## config.mk

```make
export PLATFORM = sky130hd
export DESIGN_NAME = lru_key_value_cache_unit
export DESIGN_NICKNAME = d
export VERILOG_FILES = /design/src/sv/lrukv_pkg.sv /design/src/sv/lru_key_value_cache_unit.sv /design/src/sv/lrukv_ram.sv /design/src/sv/lrukv_ctrl.sv /design/src/sv/lrukv_datapath.sv
export SDC_FILE = /design/constraint.sdc
export NUM_CORES = 1
export LEC_CHECK = 0
export ABC_AREA = 0
export BUFFER_PORTS_ARGS = -buffer_cell sky130_fd_sc_hd__buf_2
export CAP_MARGIN = 10
export CORE_MARGIN = 8
export CORE_UTILIZATION = 60
export DETAILED_ROUTE_END_ITERATION = 10
export PLACE_DENSITY = 0.77
export SKIP_CTS_REPAIR_TIMING = 1
export SLEW_MARGIN = 20
export SYNTH_ARGS = -nofsm -noshare
export SYNTH_HDL_FRONTEND = slang
export SYNTH_SLANG_ARGS = --single-unit
export TNS_END_PERCENT = 30
```

## constraint.sdc

```tcl
create_clock -name aclk -period 5.9 [get_ports aclk]
set_clock_uncertainty 0.1 [all_clocks]
set_input_delay 1.18 -clock aclk [delete_from_list [all_inputs] [get_ports aclk]]
set_output_delay 1.18 -clock aclk [all_outputs]
set_load 0.005 [all_outputs]
```

## src/sv/lrukv_pkg.sv

```systemverilog
// ----------------------------------------------------------------------------
// LRU key-value cache package
// Shared types and constants for the LRU key-value cache unit: request and
// response payloads, controller command and status bundles, request codes.
// ----------------------------------------------------------------------------
`default_nettype none

package lrukv_pkg;

    // Request kinds.
    localparam logic CMD_GET = 1'b0;
    localparam logic CMD_PUT = 1'b1;

    // Value returned by a get that misses.
    localparam logic signed [31:0] MISS_VALUE = -32'sd1;

    // Capacity register width and reset value.
    localparam int CAP_W = 5;
    localparam logic [CAP_W-1:0] CAP_RESET = 5'd16;

    // One request transaction.
    typedef struct packed {
        logic               cmd;
        logic signed [31:0] key;
        logic signed [31:0] value;
    } lrukv_req_t;

    // One response transaction.
    typedef struct packed {
        logic               found;
        logic signed [31:0] read_value;
    } lrukv_rsp_t;

    // Commands from the controller to the datapath.
    typedef struct packed {
        logic capture;      // take the request in, clear the scan trackers
        logic sweep_clear;  // restart the entry sweep counter
        logic sweep_run;    // step the entry sweep
        logic scan_mode;    // sweep compares keys (else it ages ranks)
        logic decide;       // pick the target slot and update storage
        logic latch;        // capture the value read for a get hit
        logic final_wr;     // write rank zero to the target slot
        logic load_out;     // load the response register
    } lrukv_cmd_t;

    // Status from the datapath to the controller.
    typedef struct packed {
        logic sweep_done;
        logic promote_needed;
    } lrukv_stat_t;

endpackage

`default_nettype wire

```

## src/sv/lru_key_value_cache_unit.sv

```systemverilog
// ----------------------------------------------------------------------------
// LRU key-value cache unit
// Fully associative key-value store with least recently used replacement.
//
//   Channel   Ports                        Direction  Payload
//   request   s_valid s_ready s_data       in         cmd, key, value
//   response  m_valid m_ready m_data       out        found, read_value
//   config    cfg_wr_en cfg_wr_data        in         active_capacity
//
// A request runs through the key scan, the decision and the value latch, then,
// when an entry is promoted, the rank aging sweep and the final rank write, to
// a loaded response. The key scan and the rank aging sweep each step one entry
// per cycle through the single read port of the key and rank memories. The next
// request is taken in the cycle after the response is loaded.
// Reset is synchronous, clears the valid bits and occupancy and sets the
// capacity to 16.
// A stalled response stays in its register while the next request is taken
// and scanned; that request waits before loading its own response.
// ----------------------------------------------------------------------------
`default_nettype none

module lru_key_value_cache_unit #(
    parameter int MAX_ENTRIES = 16
) (
    input  wire logic                        aclk,
    input  wire logic                        aresetn,
    input  wire logic                        s_valid,
    output logic                             s_ready,
    input  wire lrukv_pkg::lrukv_req_t       s_data,
    output logic                             m_valid,
    input  wire logic                        m_ready,
    output lrukv_pkg::lrukv_rsp_t            m_data,
    input  wire logic                        cfg_wr_en,
    input  wire logic [lrukv_pkg::CAP_W-1:0] cfg_wr_data
);

    import lrukv_pkg::*;

    lrukv_cmd_t  cmd;
    lrukv_stat_t stat;

    // Request sequencing.
    lrukv_ctrl u_ctrl (
        .aclk    (aclk),
        .aresetn (aresetn),
        .s_valid (s_valid),
        .s_ready (s_ready),
        .m_valid (m_valid),
        .m_ready (m_ready),
        .cmd     (cmd),
        .stat    (stat)
    );

    // Storage, scan and response datapath.
    lrukv_datapath #(
        .MAX_ENTRIES (MAX_ENTRIES)
    ) u_datapath (
        .aclk        (aclk),
        .aresetn     (aresetn),
        .cmd         (cmd),
        .stat        (stat),
        .req_in      (s_data),
        .cfg_wr_en   (cfg_wr_en),
        .cfg_wr_data (cfg_wr_data),
        .rsp_out     (m_data)
    );

endmodule

`default_nettype wire

```

## src/sv/lrukv_ram.sv

```systemverilog
// ----------------------------------------------------------------------------
// LRU key-value cache RAM
// Generic simple dual-port RAM: one write port, one read port, registered
// read data. No reset on the storage.
// ----------------------------------------------------------------------------
`default_nettype none

module lrukv_ram #(
    parameter int WIDTH = 32,
    parameter int DEPTH = 16,
    localparam int AW = (DEPTH > 1) ? $clog2(DEPTH) : 1
) (
    input  wire logic                 aclk,
    input  wire logic                 wr_en,
    input  wire logic [AW-1:0]        wr_addr,
    input  wire logic [WIDTH-1:0]     wr_data,
    input  wire logic [AW-1:0]        rd_addr,
    output logic      [WIDTH-1:0]     rd_data
);

    logic [WIDTH-1:0] mem [DEPTH];

    // Write port and registered read port.
    always_ff @(posedge aclk) begin
        if (wr_en) begin
            mem[wr_addr] <= wr_data;
        end
        rd_data <= mem[rd_addr];
    end

endmodule

`default_nettype wire

```

## src/sv/lrukv_ctrl.sv

```systemverilog
// ----------------------------------------------------------------------------
// LRU key-value cache controller
// Sequences one request: key scan, decision, rank aging sweep, final rank
// write and response hand-off.
// ----------------------------------------------------------------------------
`default_nettype none

module lrukv_ctrl (
    input  wire logic                  aclk,
    input  wire logic                  aresetn,
    input  wire logic                  s_valid,
    output logic                       s_ready,
    output logic                       m_valid,
    input  wire logic                  m_ready,
    output lrukv_pkg::lrukv_cmd_t      cmd,
    input  wire lrukv_pkg::lrukv_stat_t stat
);

    import lrukv_pkg::*;

    localparam logic [2:0] ST_IDLE    = 3'd0;
    localparam logic [2:0] ST_SCAN    = 3'd1;
    localparam logic [2:0] ST_DECIDE  = 3'd2;
    localparam logic [2:0] ST_LATCH   = 3'd3;
    localparam logic [2:0] ST_PROMOTE = 3'd4;
    localparam logic [2:0] ST_FINAL   = 3'd5;
    localparam logic [2:0] ST_RESP    = 3'd6;

    logic [2:0] state_reg;
    logic [2:0] state_next;
    logic       out_valid_reg;
    logic       out_valid_next;

    // Next state and command decode.
    always_comb begin
        state_next = state_reg;
        cmd        = '0;
        unique case (state_reg)
            ST_IDLE: begin
                if (s_valid) begin
                    cmd.capture     = 1'b1;
                    cmd.sweep_clear = 1'b1;
                    state_next      = ST_SCAN;
                end
            end
            ST_SCAN: begin
                cmd.sweep_run = 1'b1;
                cmd.scan_mode = 1'b1;
                if (stat.sweep_done) begin
                    state_next = ST_DECIDE;
                end
            end
            ST_DECIDE: begin
                cmd.decide = 1'b1;
                state_next = ST_LATCH;
            end
            ST_LATCH: begin
                cmd.latch       = 1'b1;
                cmd.sweep_clear = 1'b1;
                state_next      = stat.promote_needed ? ST_PROMOTE : ST_RESP;
            end
            ST_PROMOTE: begin
                cmd.sweep_run = 1'b1;
                if (stat.sweep_done) begin
                    state_next = ST_FINAL;
                end
            end
            ST_FINAL: begin
                cmd.final_wr = 1'b1;
                state_next   = ST_RESP;
            end
            ST_RESP: begin
                if (!out_valid_reg || m_ready) begin
                    cmd.load_out = 1'b1;
                    state_next   = ST_IDLE;
                end
            end
            default: begin
                state_next = ST_IDLE;
            end
        endcase
    end

    // The response register stays full until the downstream side takes it.
    always_comb begin
        if (cmd.load_out) begin
            out_valid_next = 1'b1;
        end else if (m_ready) begin
            out_valid_next = 1'b0;
        end else begin
            out_valid_next = out_valid_reg;
        end
    end

    always_ff @(posedge aclk) begin
        if (!aresetn) begin
            state_reg     <= ST_IDLE;
            out_valid_reg <= 1'b0;
        end else begin
            state_reg     <= state_next;
            out_valid_reg <= out_valid_next;
        end
    end

    assign s_ready = (state_reg == ST_IDLE);
    assign m_valid = out_valid_reg;

    // A new response never overwrites one that has not been taken.
    a_no_overwrite: assert property (@(posedge aclk) disable iff (!aresetn)
        cmd.load_out |-> (!out_valid_reg || m_ready))
        else $error("response register overwritten");

    // An accepted request always starts a key scan.
    a_accept_scan: assert property (@(posedge aclk) disable iff (!aresetn)
        (s_valid && s_ready) |=> (state_reg == ST_SCAN))
        else $error("accepted request did not start a scan");

    // Aging only follows a decision that asked for it.
    a_promote_entry: assert property (@(posedge aclk) disable iff (!aresetn)
        (state_reg == ST_LATCH && !stat.promote_needed) |=> (state_reg == ST_RESP))
        else $error("rank sweep without a promotion");

endmodule

`default_nettype wire

```

## src/sv/lrukv_datapath.sv

```systemverilog
// ----------------------------------------------------------------------------
// LRU key-value cache datapath
// Key, value and rank memories, valid bits, occupancy, the entry sweep with
// its hit, oldest and free-slot trackers, and the response register.
// ----------------------------------------------------------------------------
`default_nettype none

module lrukv_datapath #(
    parameter int MAX_ENTRIES = 16
) (
    input  wire logic                        aclk,
    input  wire logic                        aresetn,
    input  wire lrukv_pkg::lrukv_cmd_t       cmd,
    output lrukv_pkg::lrukv_stat_t           stat,
    input  wire lrukv_pkg::lrukv_req_t       req_in,
    input  wire logic                        cfg_wr_en,
    input  wire logic [lrukv_pkg::CAP_W-1:0] cfg_wr_data,
    output lrukv_pkg::lrukv_rsp_t            rsp_out
);

    import lrukv_pkg::*;

    localparam int IW = (MAX_ENTRIES > 1) ? $clog2(MAX_ENTRIES) : 1;
    localparam int CW = $clog2(MAX_ENTRIES + 1);
    localparam int EW = (CW > CAP_W) ? CW : CAP_W;
    localparam logic [CW-1:0] N_CNT = CW'(MAX_ENTRIES);
    localparam logic [EW-1:0] N_EXT = EW'(MAX_ENTRIES);

    // Request and configuration.
    lrukv_req_t          req_reg;
    logic [CAP_W-1:0]    cap_reg;

    // Entry state.
    logic [MAX_ENTRIES-1:0] valid_reg;
    logic [CW-1:0]          occ_reg;

    // Sweep counter and read pipeline.
    logic [CW-1:0] cnt_reg;
    logic          pend_reg;
    logic [IW-1:0] pend_idx_reg;
    logic          issue;

    // Scan trackers.
    logic          hit_reg;
    logic [IW-1:0] hit_idx_reg;
    logic [IW-1:0] hit_rank_reg;
    logic          any_reg;
    logic [IW-1:0] best_reg;
    logic [IW-1:0] oldest_reg;
    logic          free_found_reg;
    logic [IW-1:0] free_idx_reg;

    // Decision results.
    logic [IW-1:0] target_reg;
    logic [IW-1:0] old_rank_reg;
    logic          age_all_reg;
    logic          promote_reg;
    logic [31:0]   get_value_reg;
    lrukv_rsp_t    rsp_reg;

    // Memory ports.
    logic [31:0]   key_rd;
    logic [31:0]   val_rd;
    logic [IW-1:0] rank_rd;
    logic          key_we;
    logic [IW-1:0] key_wa;
    logic          val_we;
    logic [IW-1:0] val_wa;
    logic          rank_we;
    logic [IW-1:0] rank_wa;
    logic [IW-1:0] rank_wd;

    // Decision terms.
    logic          is_put;
    logic [EW-1:0] cap_ext;
    logic [EW-1:0] eff_cap;
    logic          cap_full;
    logic          evict;
    logic          fill;
    logic          eval_scan;
    logic          eval_prom;
    logic          pend_valid;
    logic          age_entry;

    // Effective capacity: zero acts as one, larger than the store saturates.
    always_comb begin
        cap_ext = EW'(cap_reg);
        if (cap_reg == '0) begin
            eff_cap = EW'(1);
        end else if (cap_ext > N_EXT) begin
            eff_cap = N_EXT;
        end else begin
            eff_cap = cap_ext;
        end
    end

    assign is_put   = (req_reg.cmd == CMD_PUT);
    assign cap_full = (EW'(occ_reg) >= eff_cap);
    assign evict    = !hit_reg && is_put && cap_full && any_reg;
    assign fill     = !hit_reg && is_put && !evict && free_found_reg;

    // Sweep: one entry address issued per cycle, evaluated in the following cycle.
    assign issue      = cmd.sweep_run && (cnt_reg < N_CNT);
    assign eval_scan  = pend_reg && cmd.scan_mode;
    assign eval_prom  = pend_reg && !cmd.scan_mode;
    assign pend_valid = valid_reg[pend_idx_reg];
    assign age_entry  = eval_prom && pend_valid && (pend_idx_reg != target_reg)
                        && (age_all_reg || (rank_rd < old_rank_reg));

    always_ff @(posedge aclk) begin
        if (!aresetn) begin
            cnt_reg  <= '0;
            pend_reg <= 1'b0;
        end else if (cmd.sweep_clear) begin
            cnt_reg  <= '0;
            pend_reg <= 1'b0;
        end else begin
            pend_reg <= issue;
            if (issue) begin
                cnt_reg <= cnt_reg + CW'(1);
            end
        end
    end

    always_ff @(posedge aclk) begin
        pend_idx_reg <= cnt_reg[IW-1:0];
    end

    assign stat.sweep_done     = (cnt_reg == N_CNT) && !pend_reg;
    assign stat.promote_needed = promote_reg;

    // Scan trackers: first valid key match, oldest valid entry, first free slot.
    always_ff @(posedge aclk) begin
        if (!aresetn) begin
            hit_reg        <= 1'b0;
            any_reg        <= 1'b0;
            free_found_reg <= 1'b0;
        end else if (cmd.capture) begin
            hit_reg        <= 1'b0;
            any_reg        <= 1'b0;
            free_found_reg <= 1'b0;
        end else if (eval_scan) begin
            if (pend_valid && (key_rd == $unsigned(req_reg.key)) && !hit_reg) begin
                hit_reg <= 1'b1;
            end
            if (pend_valid && (!any_reg || (rank_rd >= best_reg))) begin
                any_reg <= 1'b1;
            end
            if (!pend_valid && !free_found_reg) begin
                free_found_reg <= 1'b1;
            end
        end
    end

    always_ff @(posedge aclk) begin
        if (eval_scan) begin
            if (pend_valid && (key_rd == $unsigned(req_reg.key)) && !hit_reg) begin
                hit_idx_reg  <= pend_idx_reg;
                hit_rank_reg <= rank_rd;
            end
            if (pend_valid && (!any_reg || (rank_rd >= best_reg))) begin
                best_reg   <= rank_rd;
                oldest_reg <= pend_idx_reg;
            end
            if (!pend_valid && !free_found_reg) begin
                free_idx_reg <= pend_idx_reg;
            end
        end
    end

    // Request capture and capacity register.
    always_ff @(posedge aclk) begin
        if (cmd.capture) begin
            req_reg <= req_in;
        end
    end

    always_ff @(posedge aclk) begin
        if (!aresetn) begin
            cap_reg <= CAP_RESET;
        end else if (cfg_wr_en) begin
            cap_reg <= cfg_wr_data;
        end
    end

    // Decision: valid bits, occupancy and promotion control.
    always_ff @(posedge aclk) begin
        if (!aresetn) begin
            valid_reg   <= '0;
            occ_reg     <= '0;
            promote_reg <= 1'b0;
        end else if (cmd.decide) begin
            promote_reg <= hit_reg || evict || fill;
            if (fill) begin
                valid_reg[free_idx_reg] <= 1'b1;
                occ_reg                 <= occ_reg + CW'(1);
            end
        end
    end

    always_ff @(posedge aclk) begin
        if (cmd.decide) begin
            target_reg   <= hit_reg ? hit_idx_reg : (evict ? oldest_reg : free_idx_reg);
            old_rank_reg <= hit_reg ? hit_rank_reg : best_reg;
            age_all_reg  <= fill;
        end
        if (cmd.latch) begin
            get_value_reg <= val_rd;
        end
    end

    // Memory write controls.
    assign key_we  = cmd.decide && (evict || fill);
    assign key_wa  = evict ? oldest_reg : free_idx_reg;
    assign val_we  = cmd.decide && is_put && (hit_reg || evict || fill);
    assign val_wa  = hit_reg ? hit_idx_reg : key_wa;
    assign rank_we = cmd.final_wr || age_entry;
    assign rank_wa = cmd.final_wr ? target_reg : pend_idx_reg;
    assign rank_wd = cmd.final_wr ? '0 : (rank_rd + IW'(1));

    lrukv_ram #(
        .WIDTH (32),
        .DEPTH (MAX_ENTRIES)
    ) u_key_ram (
        .aclk    (aclk),
        .wr_en   (key_we),
        .wr_addr (key_wa),
        .wr_data ($unsigned(req_reg.key)),
        .rd_addr (cnt_reg[IW-1:0]),
        .rd_data (key_rd)
    );

    lrukv_ram #(
        .WIDTH (32),
        .DEPTH (MAX_ENTRIES)
    ) u_value_ram (
        .aclk    (aclk),
        .wr_en   (val_we),
        .wr_addr (val_wa),
        .wr_data ($unsigned(req_reg.value)),
        .rd_addr (hit_idx_reg),
        .rd_data (val_rd)
    );

    lrukv_ram #(
        .WIDTH (IW),
        .DEPTH (MAX_ENTRIES)
    ) u_rank_ram (
        .aclk    (aclk),
        .wr_en   (rank_we),
        .wr_addr (rank_wa),
        .wr_data (rank_wd),
        .rd_addr (cnt_reg[IW-1:0]),
        .rd_data (rank_rd)
    );

    // Response register.
    always_ff @(posedge aclk) begin
        if (cmd.load_out) begin
            rsp_reg.found <= hit_reg;
            if (is_put) begin
                rsp_reg.read_value <= '0;
            end else if (hit_reg) begin
                rsp_reg.read_value <= $signed(get_value_reg);
            end else begin
                rsp_reg.read_value <= MISS_VALUE;
            end
        end
    end

    assign rsp_out = rsp_reg;

    // Occupancy always matches the number of valid entries.
    a_occ_count: assert property (@(posedge aclk) disable iff (!aresetn)
        occ_reg == CW'($countones(valid_reg)))
        else $error("occupancy out of step with valid bits");

    // A new entry is only placed into a slot that was free.
    a_fill_free: assert property (@(posedge aclk) disable iff (!aresetn)
        (cmd.decide && fill) |-> !valid_reg[free_idx_reg])
        else $error("fill into an occupied slot");

    // The sweep counter never runs past the entry count.
    a_sweep_bound: assert property (@(posedge aclk) disable iff (!aresetn)
        cnt_reg <= N_CNT)
        else $error("sweep counter overrun");

endmodule

`default_nettype wire
```

* Yosys cells after proc, flatten, opt, wreduce, memory -nomap -nowiden *
Memories as Yosys holds them, arrays and structs flattened. A register that Yosys moved wholly into a read port is not among the register bits.
Cells that the tools add are included.

operators by class
  add/sub/neg operators = 3
  multipliers = 0
  div/mod/pow operators = 0
  magnitude comparators = 8
  equal/unequal tests = 13
  shift-type cells = 0
  mux-type cells = 36
  bitwise operators = 2
  reductions and logical operators = 46

operators by type and width
  cell                 count
  $eq 32x32->1         1
  $mux 32              1
  $pmux 3 s7           1
  $logic_and 1x1->1    20
  $mux 4               5
  $mux 1               18
  $or 16x16->16        1
  $mux 3               4
  $add 5x1->5 const B  2
  $lt 4x5->1 const B   2
  $mux 5               2
  $eq 3x3->1 const B   3
  $logic_not 1->1      8
  $reduce_and 2->1     4
  $logic_or 1x1->1     7
  $eq 3x2->1 const B   2
  $ne 2x2->1 const B   3
  $reduce_or 2->1      3
  $eq 5x5->1 const B   1
  $ge 5x5->1           1
  $gt 5x5->1 const B   1
  $logic_not 5->1      1
  $lt 5x5->1 const B   1
  $add 4x1->4 const B  1
  other kinds (14)     15

storage, ports and cells
  register bits = 203
  bits in latches = 0
  memory bits (writable) = 1,088
  memory bits (read-only) = 0
  input port bits = 75
  output and inout port bits = 35
  logic and storage cells = 137
  memories = 3

memories
  name                        depth  width  read ports  clocked after Yosys merged registers in  write ports  RTL line         text
  u_datapath.u_key_ram.mem    16     32     1           1                                        1            lrukv_ram.sv:21  logic [WIDTH-1:0] mem [DEPTH];
  u_datapath.u_value_ram.mem  16     32     1           1                                        1            lrukv_ram.sv:21
  u_datapath.u_rank_ram.mem   16     4      1           1                                        1            lrukv_ram.sv:21

* Logic depth before layout (Yosys ltp) *
  depth after elaboration = 13
  mapped depth = 12
  gate-level depth less buffers = 11

* Cells and area by module *
Synthesis repeated with hierarchy kept, for this count alone.

second synthesis, totals
  cell total of the unflattened synthesis = 2,389
  area, all modules = 50,349.5 µm²

by module, submodules not included
  module                               instances  cells an instance  area an instance (µm²)  seq. area each (µm²)
  lrukv_ram at u_datapath.u_value_ram  1          838                19,854.0                16,015.4
  lrukv_ram at u_datapath.u_key_ram    1          838                19,836.5                16,015.4
  lrukv_datapath                       1          547                7,691.1                 5,575.3
  lrukv_ram at u_datapath.u_rank_ram   1          130                2,666.3                 2,001.9
  lrukv_ctrl                           1          36                 301.5                   80.1

* Worst setup path before layout *
No wires, ideal clock.

  path kind = register to register
  from = register u_datapath.cap_reg[1], in the netlist u_datapath.cap_ext[1]
  to = memory u_datapath.u_value_ram.mem[0][0] (enable)
  setup time = 0.468 ns
  data arrival time = 4.181 ns
  required time = 5.332 ns
  slack = 1.151 ns
  stages on the path, launching flop included = 13
  path buffers = 1
  clock period less this slack = 4.749 ns
  cells stage by stage = dfxtp_1 > nor3_1 > nor2_1 > nor2_1 > ha_1 > nor2b_1 > o21ai_1 > a21o_1 > buf_6 > mux2i_1 > o21a_2 > inv_2 > nor3b_1

between the ends
  elaborated cells between the ends (all ways) = 17
  classes of those cells = order compare: 2; mux: 6; reduce/logical: 9

RTL lines
  item                                   RTL line               text
  from (decl)                            lrukv_datapath.sv:31   logic [CAP_W-1:0] cap_reg;
  from (signal assigned)                 lrukv_datapath.sv:182  cap_reg <= cfg_wr_data;
  $gt 5x5->1                             lrukv_datapath.sv:90   end else if (cap_ext > N_EXT) begin
  $mux 5                                 lrukv_datapath.sv:90
  $mux 5 *                               lrukv_datapath.sv:88   if (cap_reg == '0) begin
  $ge 5x5->1 *                           lrukv_datapath.sv:98   assign cap_full = (EW'(occ_reg) >= eff_cap);
  $logic_and 1x1->1 * (2 in a row)       lrukv_datapath.sv:99   assign evict = !hit_reg && is_put && cap_full && any_reg;
  $mux 4 *                               lrukv_datapath.sv:214  assign key_wa = evict ? oldest_reg : free_idx_reg;
  $mux 4 *                               lrukv_datapath.sv:216  assign val_wa = hit_reg ? hit_idx_reg : key_wa;
  via u_datapath.u_value_ram.wr_addr[2]  lrukv_ram.sv:15        input wire logic [AW-1:0] wr_addr,
  to (decl)                              lrukv_ram.sv:21

The timed path passes the listed nets; every way through them passes the cells marked *.

* Worst setup path in the final report *
  from = register u_datapath.req_reg (netlist bit u_datapath.is_put)
  to = memory u_datapath.u_value_ram.mem[6][21] (enable)

between the ends
  cells in the longest elaborated chain, start to end = 10
  elaborated cells between the ends (all ways) = 14
  classes of those cells = mux: 4; reduce/logical: 10

ends and longest elaborated chain
  item                            RTL line                                     text
  from (decl)                     lrukv_datapath.sv:30                         lrukv_req_t req_reg;
  from (signal assigned)          lrukv_datapath.sv:174                        req_reg <= req_in;
  $logic_and 1x1->1               lrukv_datapath.sv:99, lrukv_datapath.sv:100
  $logic_and 1x1->1 (2 in a row)  lrukv_datapath.sv:99
  $logic_not 1->1                 lrukv_datapath.sv:100                        assign fill = !hit_reg && is_put && !evict && free_found_reg;
  $logic_and 1x1->1 (2 in a row)  lrukv_datapath.sv:100
  $logic_or 1x1->1                lrukv_datapath.sv:215                        assign val_we = cmd.decide && is_put && (hit_reg || evict || fill);
  $logic_and 1x1->1               lrukv_datapath.sv:215
  $mux 1                          lrukv_ram.sv:25                              if (wr_en) begin
  $mux 1 (implied by the code)    lrukv_ram.sv:26                              mem[wr_addr] <= wr_data;

Parallel ways exist; a longest one is shown, timed or not.

==> results.md <==
- Regs by FF count: u_datapath.u_key_ram.mem x512, u_datapath.u_value_ram.mem x512
- TritonCTS clock tree: built
- Clock sinks: 1359
- Final setup TNS: 0 ns
- Post-layout nets: 2537
- Die Area: 93900 sq um
- EDFF count, synth: 1247
- Area grow syn2layout: 13.2%
- Delay of the slowest critical-path stage: 0.85 ns
- Layout filler cell count: 4870
- CTS max path bufs: 3
- Worst setup margin: 1.82 ns
- Cell Int Power: 15900 uW
- Vias in the first global route: 24.5k
- FF+latch area: approximately 40000 sq um
- Register area share after synthesis: 78.4%
- WL per Instance: just over 30 microns
- Root buf cell: clkbuf_16
- Fin area: 57300 sq um
- Hold Path Class: reg -> reg
- Power per cell area: 348 nW/um^2
- Iteration-0 DRC Markers: 3059
- Clk pwr share: 42.6%
- Total gr overflow: 0
- DR vias: 23.8k
- Critical path, cell by cell: buf_4, nor2b_4, nor3b_4, a21o_1, nand3b_1, o311a_1, nor3_2, buf_4
- RSZ-0062 raised after global routing: false
- Fin. Hold Viols: 0
- Fin Hold WS: 0.300 ns
- Gate Count Post-Synth: 2258
- Flop pwr share: 54.7%
- Clock Latency Late Sink: between 0.7 and 0.8 ns
- Ports: 110
- Crit path buffers/inverters: 2
- Outcome: completed
- TritonRoute pass-1 iters: 5
- Yosys warns: 0
- Final ANT Viol Nets: 0
- Worst-margin pin slew: 1.10 ns
- Achievable Freq: 245 MHz
- Worst-path clk slew: 0.06 ns
- Leakage: between 0.015 and 0.02 uW
- Yosys top cell by area: edfxtp_1
- Sw frac: 20.4%
- Area of the multi-input gates: 10500 sq um
- Layout cells sized above 1: 29.1%
- Largest net degree at the start of global routing: 145
- Dominant synthesized flop cell: edfxtp_1
- Reported max-cap violation count: 0
- Setup Viol. Count Final: 0
- Most frequent CP cell: buf_4
- DRC Markers: 0
- #FFs+latches synth: 1359
- Antenna Cells: 0
- Die X: 306 microns
- Ys async rst share: 0%
- Synth cell types: 60
- Final max-slew violation count: 0
- Final period util: 69.2%
- Worst IR Drop VDD: approximately 0.0004 V
- Required time of the critical path: 6.21 ns
- CP top delay family: simple AND/OR/NAND/NOR gates
- Initial Utilization: 60.6%
- Worst Setup SP: u_datapath.is_put
- Area share of the largest cell type after synthesis: 74.0%
- Num CTS Buffers: 132
- Hold path startpoint: u_datapath.u_value_ram.rd_data[8]
- FP Rows: 106
- Core ar.: about 84000 sq um
- Area of placed instances: roughly 53000 sq um
- Max transition margin: 26.4%
- PortBufs: ~110
- Syn Area/Cell: 22.4 sq um
- Crit Path Class: reg -> reg
- Startpoint types: register
- Dpl ws: 1.79 ns
- Area contributors post-synth: edfxtp_1 74%, mux4_2 15%, dfxtp_1 4.4%, xnor2_1 0.64%, nor2_1 0.45%
- Crit Path Max Fanout: 36
- Aggregate routed wire length: 112000 microns
- Worst R2R Start: u_datapath.is_put
- All-layer global routing usage: between 20% and 30%
- Worst path arrival time: 4.39 ns
- CP max stage cell: nor3_2
- Die height: around 300 microns
- Setup crit end kind: register
- Post-Syn Area: 50600 sq um
- Vias per inst: roughly 6.6
- Global-route wire length before repair: about 160000 microns
- P_sw: about 4100 uW
- Global placer's final weighted congestion: 0.784
- Hpwl dp: 60300 microns
- H-tree depth: 4
- Synth Net Count: between 2k and 2.5k
- Min Tclk post-route: ~4 ns
- Logic pwr share: 2.7%
- Initial antenna violation count: 0
==> cells by family (layout without fill, tap and decap cells) <==
logic type | count (synthesis) | count (layout) | synth area share, %
flip-flops | 1359 | 1359 | 78.4
AND/OR/NAND/NOR | 214 | 214 | 2.15
adder cells (fa/ha/maj) | 16 | 16 | 0.396
AO/OA/AOI/OAI | 113 | 113 | 1.37
buffers and inverters | 155 | 453 | 1.31
multiplexers | 358 | 358 | 15.6
XOR/XNOR | 43 | 43 | 0.744
==> per-layer routing <==
metal  track usage (%)  share of wire (%)  up-vias
li1                  -                  -     9727
met1              32.7                 39    12600
met2              38.3                 51     1324
met3              4.16                8.4      164
met4              6.67                2.3        0
met5                 0                  0        -
==> power groups by stage <==
stage / sequential, uW / combinational, uW / clock [uW]
detailed placement: 11100 / 544 / 0
floorplan: 11000 / 391 / 0
finish: 10900 / 548 / 8500
global route: 10900 / 586 / 8940
global placement: 11100 / 532 / 0
CTS: 10900 / 555 / 8570
==> per-stage QoR <==
step           instances  power [uW]  utilization, %
2_1_floorplan       2258       11400               -
3_5_place_dp        3378       11600            63.0
5_1_grt             3636       20400            68.6
6_report            3636       20000            68.6
3_3_place_gp        3375       11600            62.9
4_1_cts             3622       20000            68.2
==> synth_stat cells (2+ instances only) <==
cell type / count
buf_2: 33
mux2_2: 2
xnor2_1: 37
nand2_1: 54
a21o_1: 3
nor4_1: 2
a211o_1: 3
inv_1: 53
nor2_1: 60
nand3b_1: 2
nor3b_1: 6
buf_1: 7
o211ai_1: 3
nor2b_1: 20
o21ai_0: 10
and3_1: 6
mux4_2: 344
a31oi_1: 13
nor3_1: 19
dfxtp_1: 112
nor3b_4: 2
buf_4: 3
a211oi_1: 3
a21boi_0: 4
ha_1: 16
nand4_1: 10
a21oi_1: 42
nand2b_1: 8
and2_1: 8
buf_6: 4
nand3_1: 6
edfxtp_1: 1247
clkbuf_1: 54
xor2_1: 6
a21boi_1: 2
o21ai_1: 20
mux2i_1: 11
==> cell usage in the layout, fill, tap and decap left out, types with 25 or more instances in the layout <==
cell type | synthesis | layout
dfxtp_1 | 112 | 107
edfxtp_1 | 1247 | 1247
buf_2 | 33 | 109
nor2_1 | 60 | 41
a21oi_1 | 42 | 42
clkbuf_16 | 0 | 135
nand2_1 | 54 | 54
inv_1 | 53 | 53
xnor2_1 | 37 | 37
clkbuf_1 | 54 | 39
mux4_2 | 344 | 344
buf_4 | 3 | 25
==> final timing paths <==
kind                                       end  slack, ns  cells after the start
max reg2reg  u_datapath.u_value_ram.mem[6][21]       1.82                      8
min                u_datapath.get_value_reg[8]       0.30                      0
max          u_datapath.u_value_ram.mem[6][21]       1.82                      8
min reg2reg        u_datapath.get_value_reg[8]       0.30                      0
==> layout make-up <==
type / instances / area share [%]
sequential: 1359 / 69.3
multi-input combinational: 744 / 18.3
clock buffer: 188 / 6.49
tap: 1080 / 2.36
timing repair buffer: 155 / 2.10
clock inverter: 56 / 1.13
inverter: 54 / 0.354
No activity file was read; power rests on OpenSTA's default activity.
